File: config.mk
export PLATFORM = sky130hd
export DESIGN_NAME = tqlu_seq
export DESIGN_NICKNAME = d
export VERILOG_FILES = /design/src/sv/tqlu_pkg.sv /design/src/sv/tqlu_seq.sv
export SDC_FILE = /design/constraint.sdc
export NUM_CORES = 1
export LEC_CHECK = 0
export BUFFER_PORTS_ARGS = -buffer_cell sky130_fd_sc_hd__buf_2
export CELL_PAD_IN_SITES_DETAIL_PLACEMENT = 1
export CELL_PAD_IN_SITES_GLOBAL_PLACEMENT = 1
export CORE_MARGIN = 2
export CORE_UTILIZATION = 38
export DETAILED_ROUTE_END_ITERATION = 10
export GPL_ROUTABILITY_DRIVEN = 0
export PLACE_DENSITY_LB_ADDON = 0.1
export RECOVER_POWER = 100
export SLEW_MARGIN = 30
export SYNTH_ARGS = -nofsm -noshare
export SYNTH_HDL_FRONTEND = slang
export SYNTH_SLANG_ARGS = --single-unit
File: constraint.sdc
create_clock -name clk_i -period 4.2 [get_ports clk_i]
set_input_delay 0.21 -clock clk_i [delete_from_list [all_inputs] [get_ports clk_i]]
set_output_delay 0.21 -clock clk_i [all_outputs]
set_load 0.1 [all_outputs]
File: src/sv/tqlu_pkg.sv
package tqlu_pkg;

  // fixed field widths of the streams
  localparam int unsigned ST_FIELD_W   = 8;
  localparam int unsigned ACT_FIELD_W  = 2;
  localparam int unsigned Q_FIELD_W    = 32;
  localparam int unsigned CHG_W        = 31;
  localparam int unsigned CNT_FIELD_W  = 16;
  localparam int unsigned IN_TDATA_W   = 56;
  localparam int unsigned OUT_TDATA_W  = 112;
  localparam int unsigned OUT_PAD_W    = OUT_TDATA_W - (Q_FIELD_W + 2 * CHG_W + CNT_FIELD_W);
  localparam int unsigned COEF_W       = 16;

  localparam logic [CHG_W-1:0] CHG_MAX = {CHG_W{1'b1}};

  // configuration register indexes
  localparam int unsigned CFG_IDX_W = 2;
  localparam logic [CFG_IDX_W-1:0] CFG_LEARNING_RATE     = 2'd0;
  localparam logic [CFG_IDX_W-1:0] CFG_DISCOUNT          = 2'd1;
  localparam logic [CFG_IDX_W-1:0] CFG_INITIAL_Q         = 2'd2;
  localparam logic [CFG_IDX_W-1:0] CFG_MAX_EPISODE_STEPS = 2'd3;

  localparam logic [COEF_W-1:0]      LR_RESET       = 16'd6554;
  localparam logic [COEF_W-1:0]      DISCOUNT_RESET = 16'd64881;
  localparam logic [CNT_FIELD_W-1:0] MAX_STEPS_RESET = 16'd0;

  // microcode step addresses
  localparam int unsigned PC_W = 4;
  localparam logic [PC_W-1:0] STEP_CLR    = 4'd0;
  localparam logic [PC_W-1:0] STEP_IDLE   = 4'd1;
  localparam logic [PC_W-1:0] STEP_RD_VS  = 4'd2;
  localparam logic [PC_W-1:0] STEP_CHK_S  = 4'd3;
  localparam logic [PC_W-1:0] STEP_INIT_S = 4'd4;
  localparam logic [PC_W-1:0] STEP_RD_VN  = 4'd5;
  localparam logic [PC_W-1:0] STEP_CHK_N  = 4'd6;
  localparam logic [PC_W-1:0] STEP_INIT_N = 4'd7;
  localparam logic [PC_W-1:0] STEP_SCAN   = 4'd8;
  localparam logic [PC_W-1:0] STEP_RD_Q   = 4'd9;
  localparam logic [PC_W-1:0] STEP_MUL_G  = 4'd10;
  localparam logic [PC_W-1:0] STEP_TGT    = 4'd11;
  localparam logic [PC_W-1:0] STEP_DIFF   = 4'd12;
  localparam logic [PC_W-1:0] STEP_MUL_A  = 4'd13;
  localparam logic [PC_W-1:0] STEP_NEWQ   = 4'd14;
  localparam logic [PC_W-1:0] STEP_FIN    = 4'd15;

  typedef enum logic [2:0] {
    COND_NONE,
    COND_REQ,
    COND_VIS,
    COND_TERM,
    COND_MORE_A,
    COND_MORE_S,
    COND_OUT_FREE
  } cond_e;

  typedef enum logic [1:0] {
    SSEL_S,
    SSEL_NS,
    SSEL_CNT
  } ssel_e;

  typedef enum logic {
    ASEL_A,
    ASEL_CNT
  } asel_e;

  typedef enum logic {
    WSEL_INIT,
    WSEL_NEWQ
  } wsel_e;

  typedef enum logic [2:0] {
    DP_NONE,
    DP_MULG,
    DP_TGT,
    DP_DIFF,
    DP_MULA,
    DP_NEWQ,
    DP_FIN
  } dp_e;

  typedef struct packed {
    cond_e           cond;
    logic [PC_W-1:0] target;
    logic            hold;
    logic            cnt_loop;
    logic            vis_rd;
    logic            vis_wr;
    logic            vis_val;
    logic            q_rd;
    logic            q_wr;
    ssel_e           ssel;
    asel_e           asel;
    wsel_e           wsel;
    logic            mx_en;
    dp_e             dp;
  } cw_t;

  typedef struct packed {
    logic req;
    logic vis;
    logic term;
    logic out_free;
  } st_t;

  function automatic cw_t ucode(input logic [PC_W-1:0] pc);
    cw_t cw;
    cw = '0;
    case (pc)
      STEP_CLR: begin
        cw.cond = COND_MORE_S; cw.target = STEP_CLR; cw.cnt_loop = 1'b1;
        cw.vis_wr = 1'b1; cw.vis_val = 1'b0; cw.ssel = SSEL_CNT;
      end
      STEP_IDLE: begin
        cw.cond = COND_REQ; cw.target = STEP_RD_VS; cw.hold = 1'b1;
      end
      STEP_RD_VS: begin
        cw.vis_rd = 1'b1; cw.ssel = SSEL_S;
      end
      STEP_CHK_S: begin
        cw.cond = COND_VIS; cw.target = STEP_RD_VN;
      end
      STEP_INIT_S: begin
        cw.cond = COND_MORE_A; cw.target = STEP_INIT_S; cw.cnt_loop = 1'b1;
        cw.q_wr = 1'b1; cw.ssel = SSEL_S; cw.asel = ASEL_CNT; cw.wsel = WSEL_INIT;
        cw.vis_wr = 1'b1; cw.vis_val = 1'b1;
      end
      STEP_RD_VN: begin
        cw.cond = COND_TERM; cw.target = STEP_RD_Q;
        cw.vis_rd = 1'b1; cw.ssel = SSEL_NS;
      end
      STEP_CHK_N: begin
        cw.cond = COND_VIS; cw.target = STEP_SCAN;
      end
      STEP_INIT_N: begin
        cw.cond = COND_MORE_A; cw.target = STEP_INIT_N; cw.cnt_loop = 1'b1;
        cw.q_wr = 1'b1; cw.ssel = SSEL_NS; cw.asel = ASEL_CNT; cw.wsel = WSEL_INIT;
        cw.vis_wr = 1'b1; cw.vis_val = 1'b1;
      end
      STEP_SCAN: begin
        cw.cond = COND_MORE_A; cw.target = STEP_SCAN; cw.cnt_loop = 1'b1;
        cw.q_rd = 1'b1; cw.ssel = SSEL_NS; cw.asel = ASEL_CNT; cw.mx_en = 1'b1;
      end
      STEP_RD_Q: begin
        cw.q_rd = 1'b1; cw.ssel = SSEL_S; cw.asel = ASEL_A; cw.mx_en = 1'b1;
      end
      STEP_MUL_G: cw.dp = DP_MULG;
      STEP_TGT:   cw.dp = DP_TGT;
      STEP_DIFF:  cw.dp = DP_DIFF;
      STEP_MUL_A: cw.dp = DP_MULA;
      STEP_NEWQ:  cw.dp = DP_NEWQ;
      STEP_FIN: begin
        cw.cond = COND_OUT_FREE; cw.target = STEP_IDLE; cw.hold = 1'b1;
        cw.q_wr = 1'b1; cw.ssel = SSEL_S; cw.asel = ASEL_A; cw.wsel = WSEL_NEWQ;
        cw.dp = DP_FIN;
      end
      default: begin
        cw.target = STEP_IDLE; cw.cond = COND_NONE;
      end
    endcase
    return cw;
  endfunction

endpackage

File: src/sv/tqlu_seq.sv
module tqlu_seq #(
  parameter int unsigned NUM_STATES  = 256,
  parameter int unsigned NUM_ACTIONS = 4,
  localparam int unsigned STATE_W = $clog2(NUM_STATES),
  localparam int unsigned ACT_W   = $clog2(NUM_ACTIONS),
  localparam int unsigned CNT_W   = (STATE_W > ACT_W) ? STATE_W : ACT_W
) (
  input  logic             clk_i,
  input  logic             rst_ni,
  input  tqlu_pkg::st_t    st_i,
  output tqlu_pkg::cw_t    cw_o,
  output logic [CNT_W-1:0] cnt_o
);
  import tqlu_pkg::*;

  logic [PC_W-1:0]  pc_q, pc_d;
  logic [CNT_W-1:0] cnt_q, cnt_d;
  logic             taken;

  assign cw_o  = ucode(pc_q);
  assign cnt_o = cnt_q;

  always_comb begin
    case (cw_o.cond)
      COND_REQ:      taken = st_i.req;
      COND_VIS:      taken = st_i.vis;
      COND_TERM:     taken = st_i.term;
      COND_MORE_A:   taken = (cnt_q[ACT_W-1:0] != ACT_W'(NUM_ACTIONS - 1));
      COND_MORE_S:   taken = (cnt_q[STATE_W-1:0] != STATE_W'(NUM_STATES - 1));
      COND_OUT_FREE: taken = st_i.out_free;
      default:       taken = 1'b0;
    endcase
  end

  always_comb begin
    if (taken) begin
      pc_d = cw_o.target;
    end else if (cw_o.hold) begin
      pc_d = pc_q;
    end else begin
      pc_d = pc_q + PC_W'(1);
    end
    cnt_d = cnt_q;
    if (cw_o.cnt_loop) begin
      // loops leave the counter at zero for the next one
      cnt_d = taken ? cnt_q + CNT_W'(1) : '0;
    end
  end

  always_ff @(posedge clk_i or negedge rst_ni) begin
    if (!rst_ni) begin
      pc_q  <= STEP_CLR;
      cnt_q <= '0;
    end else begin
      pc_q  <= pc_d;
      cnt_q <= cnt_d;
    end
  end

endmodule

==> results of run 1 <==
sequential cells by signal (all words and copies together) (netlist names):
register and count:
pc_q 4, cnt_o 8
per-layer routing:
layer | GRT usage | wire (um) | part of all wire | vias to the layer above
li1 | - | - | - | 542
met1 | 0.228 | 1280 | 0.46 | 500
met2 | 0.325 | 1380 | 0.49 | 27
met3 | 0.0227 | 133 | 0.047 | 2
met4 | 0.0631 | 16 | 0.0057 | 0
met5 | 0 | 0 | 0 | -
final timing paths:
path / endpoint / slack, ns
min in group clk_i: cnt_o[5] / 0.56
max in group asynchronous: pc_q[3] / 3.29
setup / recovery: cnt_o[7] / 1.06
hold / removal: cnt_o[7] / 0.48
hold reg to reg: cnt_o[5] / 0.56
setup reg to reg: cnt_o[7] / 1.06
worst register-to-register path, delay by kind of cell (launching register included):
family          cells  cell delay [ns]
buf+inv             2             0.25
compound gates      4             1.53
flops               1             0.41
fa+ha+maj           1             0.30
simple gates        2             0.55
layout make-up:
type | instances | area share
Clock buffer | 3 | 0.0185
Inverter | 13 | 0.0401
Multi-Input combinational cell | 107 | 0.536
Sequential cell | 12 | 0.247
Tap cell | 31 | 0.0319
Timing Repair Buffer | 37 | 0.127
cells in the final DEF (no fill, tap or decap), drive strengths merged, types with 3 or more instances in the layout:
cell,synthesis,routed
nor2,13,13
ha,5,5
mux2i,3,3
a21oi,6,6
nand2b,5,5
nand3,8,8
o21ai,10,10
nor3,3,3
dfrtp,12,12
clkbuf,5,34
inv,13,12
nand2,22,22
nor2b,5,5
buf,5,5
cell families after synthesis:
family / share of synthesized area
flip-flops: 0.277
buffers and inverters: 0.100
multiplexers: 0.0381
AND/OR/NAND/NOR: 0.281
adder cells (fa/ha/maj): 0.0577
AO/OA/AOI/OAI: 0.230
XOR/XNOR: 0.0162
per-stage QoR:
| step | hold WS [ns] | instances | utilization |
|---|---|---|---|
| final | 0.479 | 203 | 0.445 |
| after global routing | 0.549 | 203 | 0.445 |
| after CTS | 0.348 | 203 | 0.467 |
| after detailed placement | 0.109 | 199 | 0.455 |
| after global placement | 0.108 | 199 | 0.455 |
| after floorplan | -0.0856 | 142 | - |
==> results_dict.tcl, run 1 <==
set metrics [dict create \
    vias 1071 \
    avgViaCountPerCell 5.28 \
    pre_cts_ws_ns 1.23 \
    htree_levels 1 \
    crit_path_start "pc_q[1]" \
    cts_setup_buffers 0 \
    cts_hold_buffers 1 \
    critPathBufInv 2 \
    multi_input_area_um2 652 \
    place_area_um2 1240 \
    clock-sinks 12 \
    fp.dieH_um 57.4 \
    wl_um 2810 \
    synth_area_leaders "dfrtp_1 (28%), nand2_1 (7.3%), ha_1 (5.8%), o21ai_0 (4.6%), nor2_1 (4.5%)" \
    critPathCaptureType "flip-flop" \
    cap_viol_max_count 0 \
    max_freq_ghz 0.319 \
    core_area_um2 2730 \
    worstMarginPinSlew_ns 1.17 \
    fin_tns_setup_ns 0 \
    drt_pass1_iterations 4 \
    fin_area_um2 1220 \
    syn-cell-area_um2 1080 \
    drt_iter0_drc 20 \
    initial_utilization 0.396 \
    dieWidth_um 57.4 \
    yosys.area.top_type_share 0.277 \
    fin_ws_ns 1.06 \
    cts_made_buffers 3 \
    ys_seq_elements 12 \
    synth_area_leader_cell "dfrtp_1" \
    drive_above_1_share 0.0640 \
    cp_slowest_stage_delay_ns 0.50 \
    arrival_ns 3.29 \
    crit_slowest_cell "a32oi_4" \
    synth.yosys.seq_area_share 0.277 \
    synth_commonest_cells "nand2_1 (21), nor2_1 (13), dfrtp_1 (12), inv_1 (12), o21ai_0 (10)" \
    area_growth_pct 12.2 \
    cts_buffer_depth 2 \
    grt-ovfl-total 0 \
    fin_nets 185 \
    yosysMostFrequentCell "nand2_1" \
    ctsRootBufferMaster "clkbuf_4" \
    rsz0062_at_grt "no" \
    relSlewSlack 0.222 \
    grt_usage 0.183 \
    period_share 0.747 \
    wl_per_cell_um 13.8 \
    critPathKind "flip-flop to flip-flop" \
    ctsResizeCount 0 \
    cp_data_required_time_ns 4.35 \
    n_fill_cell 371 \
    rr_worst_depth 9 \
    skew_ns 0.00299 \
    synth_cells 142 \
    ys_async_sr_fraction 1.00 \
    status "completed" \
    ys_types 41 \
    rows 19 \
    synth_edf_count 0 \
    grt_max_degree 19 \
    crit_family "compound AO/OA/AOI/OAI gates" \
    clock_latency_ns 0.27 \
    syn_avg_cell_area_um2 7.63 \
    clk_pin_slew_worst_paths_ns 0.07 \
    synth_flop_cell "dfrtp_1" \
    numPortBuffers 35 \
    grt_pass1_vias 1053 \
    critPathMaxFanout 16 \
    tritoncts "built" \
    period_minus_slack_ns 3.14 \
    hold_path_class "input port to async pin" \
    grt_pass1_wl_um 4800 \
    antenna_left 0 \
    crit_chain "inv_1, ha_1, or2_0, a22oi_1, clkinv_1, a211o_1, a32oi_4, nand2_1, o311ai_0" \
    dp_hpwl_um 2170 \
    timing.rr.start "pc_q[1]" \
    drc 0 \
    antenna_cells 0 \
    crit_path_start_kind "flip-flop" \
    dieArea_um2 3290 \
    yosysWarnings 0 \
    path_depth 9 \
    setup_violations 0 \
    regArea_um2 300 \
    io_pins 36 \
    antenna_found_initial 0 \
    timing.final.max_slew_violations 0 \
    syn_nets 153 \
    hold_violations 0 \
]
Power of run 1 is left out: the tool's default activity adds up to more than one toggle a clock period on the data nets, which glitch-free logic cannot reach.
==> run 2: changes to the inputs <==
- ABC_AREA: not set -> 1
- CORE_UTILIZATION: 38 -> 30
- clock period: 4.2 -> 2.8 ns (I/O delays scaled with it)
==> results_dict.tcl, run 2 <==
set metrics [dict create \
    status "completed" \
    synth.yosys.seq_area_share 0.289 \
    drive_above_1_share 0.188 \
    synth_area_leader_cell "dfrtp_1" \
    ys_seq_elements 12 \
    dieArea_um2 3950 \
    synth_cells 155 \
    ctsRootBufferMaster "clkbuf_4" \
    max_freq_ghz 0.415 \
    synth_edf_count 0 \
    core_area_um2 3340 \
    yosysWarnings 0 \
    initial_utilization 0.311 \
    layout.cells.most_common_list "nand2_1 (42), inv_1 (29), nand3_1 (20)" \
    ys_types 23 \
    rsz0062_at_grt "no" \
    cap_viol_max_count 0 \
    dp_hpwl_um 2410 \
    cts_setup_buffers 0 \
    grt_usage 0.156 \
    avgViaCountPerCell 4.61 \
    period_minus_slack_ns 2.41 \
    fin_tns_setup_ns 0 \
    area_growth_pct 22.0 \
    syn_nets 166 \
    antenna_found_initial 0 \
    skew_ns 0.00536 \
    mostFrequentLayoutCell "nand2_1" \
    numPortBuffers 35 \
    fin_util 0.380 \
    arrival_ns 2.27 \
    fp.dieH_um 62.8 \
    grt-ovfl-total 0 \
    antenna_left 0 \
    antenna_cells 0 \
    cts_buffer_depth 2 \
    hold_violations 0 \
    ctsResizeCount 0 \
    timing.final.max_slew_violations 0 \
    synth_commonest_cells "nand2_1 (41), inv_1 (29), nand3_1 (19), nor2_1 (13), dfrtp_1 (12)" \
    setup_violations 0 \
    cts_hold_buffers 1 \
    synth_area_leaders "dfrtp_1 (29%), nand2_1 (15%), inv_1 (10%), nand3_1 (9.2%), ha_1 (6.0%)" \
    grt_pass1_vias 1044 \
    syn-cell-area_um2 1040 \
    syn_avg_cell_area_um2 6.70 \
    largest_reg_flops 8 \
    critPathKind "flip-flop to output port" \
    worstMarginPinSlew_ns 1.17 \
    tritoncts "built" \
    vias 1097 \
    dieWidth_um 62.8 \
    critPathCaptureType "output port" \
    wl_per_cell_um 12.4 \
    clock_latency_ns 0.28 \
    critPathMaxFanout 5 \
    drt_pass1_iterations 4 \
    fin_ws_ns 0.388 \
    wl_um 2940 \
    clk_pin_slew_worst_paths_ns 0.08 \
    fin_nets 204 \
    hold_path_class "input port to async pin" \
    grt_max_degree 13 \
    pre_cts_ws_ns 0.697 \
    relSlewSlack 0.222 \
    drt_iter0_drc 39 \
    yosys.area.top_type_share 0.289 \
    grt_pass1_wl_um 4970 \
    yosysMostFrequentCell "nand2_1" \
    drc 0 \
    ys_async_sr_fraction 1.00 \
    cp_data_required_time_ns 2.66 \
    rows 21 \
    clock-sinks 12 \
    cts_made_buffers 3 \
    period_share 0.861 \
    htree_levels 1 \
    io_pins 36 \
    synth_flop_cell "dfrtp_1" \
    crit_path_start_kind "flip-flop" \
]
[run 2: changes by cell type in the layout (fill, tap and decap cells not counted), sizes merged, moves of 3 or more]
| cell | delta |
|---|---|
| o21ai | -4 |
| nor2 | +4 |
| nand2 | +25 |
| xor2 | +7 |
| nor2b | -5 |
| inv | +19 |
| mux2i | -3 |
| nand2b | -5 |
| a21oi | -5 |
| nand3 | +13 |
[run 2: path summary, 6_finish.rpt]
| path | depth (start not counted) | from | slack [ns] | endpoint |
|---|---|---|---|---|
| max reg2reg | 11 | pc_q[0] | 0.52 | cnt_o[6] |
| max | 5 | pc_q[0] | 0.39 | cw_o[18] |
| min reg2reg | 2 | cnt_o[0] | 0.58 | cnt_o[0] |
| min | 2 | rst_ni | 0.40 | cnt_o[7] |
| max in group asynchronous | 2 | rst_ni | 1.96 | pc_q[2] |
| min in group clk_i | 9 | st_i[3] | 0.42 | pc_q[2] |
[run 2: final cells by class]
type	count	area, um2
sequential	12	300
fill	464	2070
inverter	31	116
timing repair buffer	36	163
clock buffer	4	36.3
multi-input combinational	109	594
tap	46	57.6
[run 2: cell families (layout without fill, tap and decap cells)]
family | Yosys count | after routing | share of synthesized area
fa+ha+maj | 5 | 5 | 0.0602
xor+xnor | 7 | 7 | 0.0590
buf+inv | 34 | 71 | 0.141
compound gates | 10 | 10 | 0.0590
simple gates | 87 | 87 | 0.392
flops | 12 | 12 | 0.289
[run 2: routing by layer]
layer,up-vias,global-route usage,wire length [um]
li1,550,-,-
met1,514,0.214,1420
met2,33,0.253,1390
met3,0,0.0270,139
met4,0,0.0417,0
met5,-,0,0
[run 2: per-stage QoR]
stage / area [um2] / std cells / hold WS, ns
3_3_place_gp: 1250 / 233 / 0.0361
4_1_cts: 1300 / 238 / 0.268
6_report: 1270 / 238 / 0.404
5_1_grt: 1270 / 238 / 0.476
3_5_place_dp: 1250 / 233 / 0.0410
2_1_floorplan: 1050 / 155 / -0.156
[run 2: worst max-delay path, cell delays in order (launching register included)]
cell and delay, ns:
dfrtp_1 0.44, inv_1 0.11, ha_1 0.29, nand2_1 0.15, nand3_1 0.13, clkbuf_1 0.87
Power of run 2 is left out for the same reason.
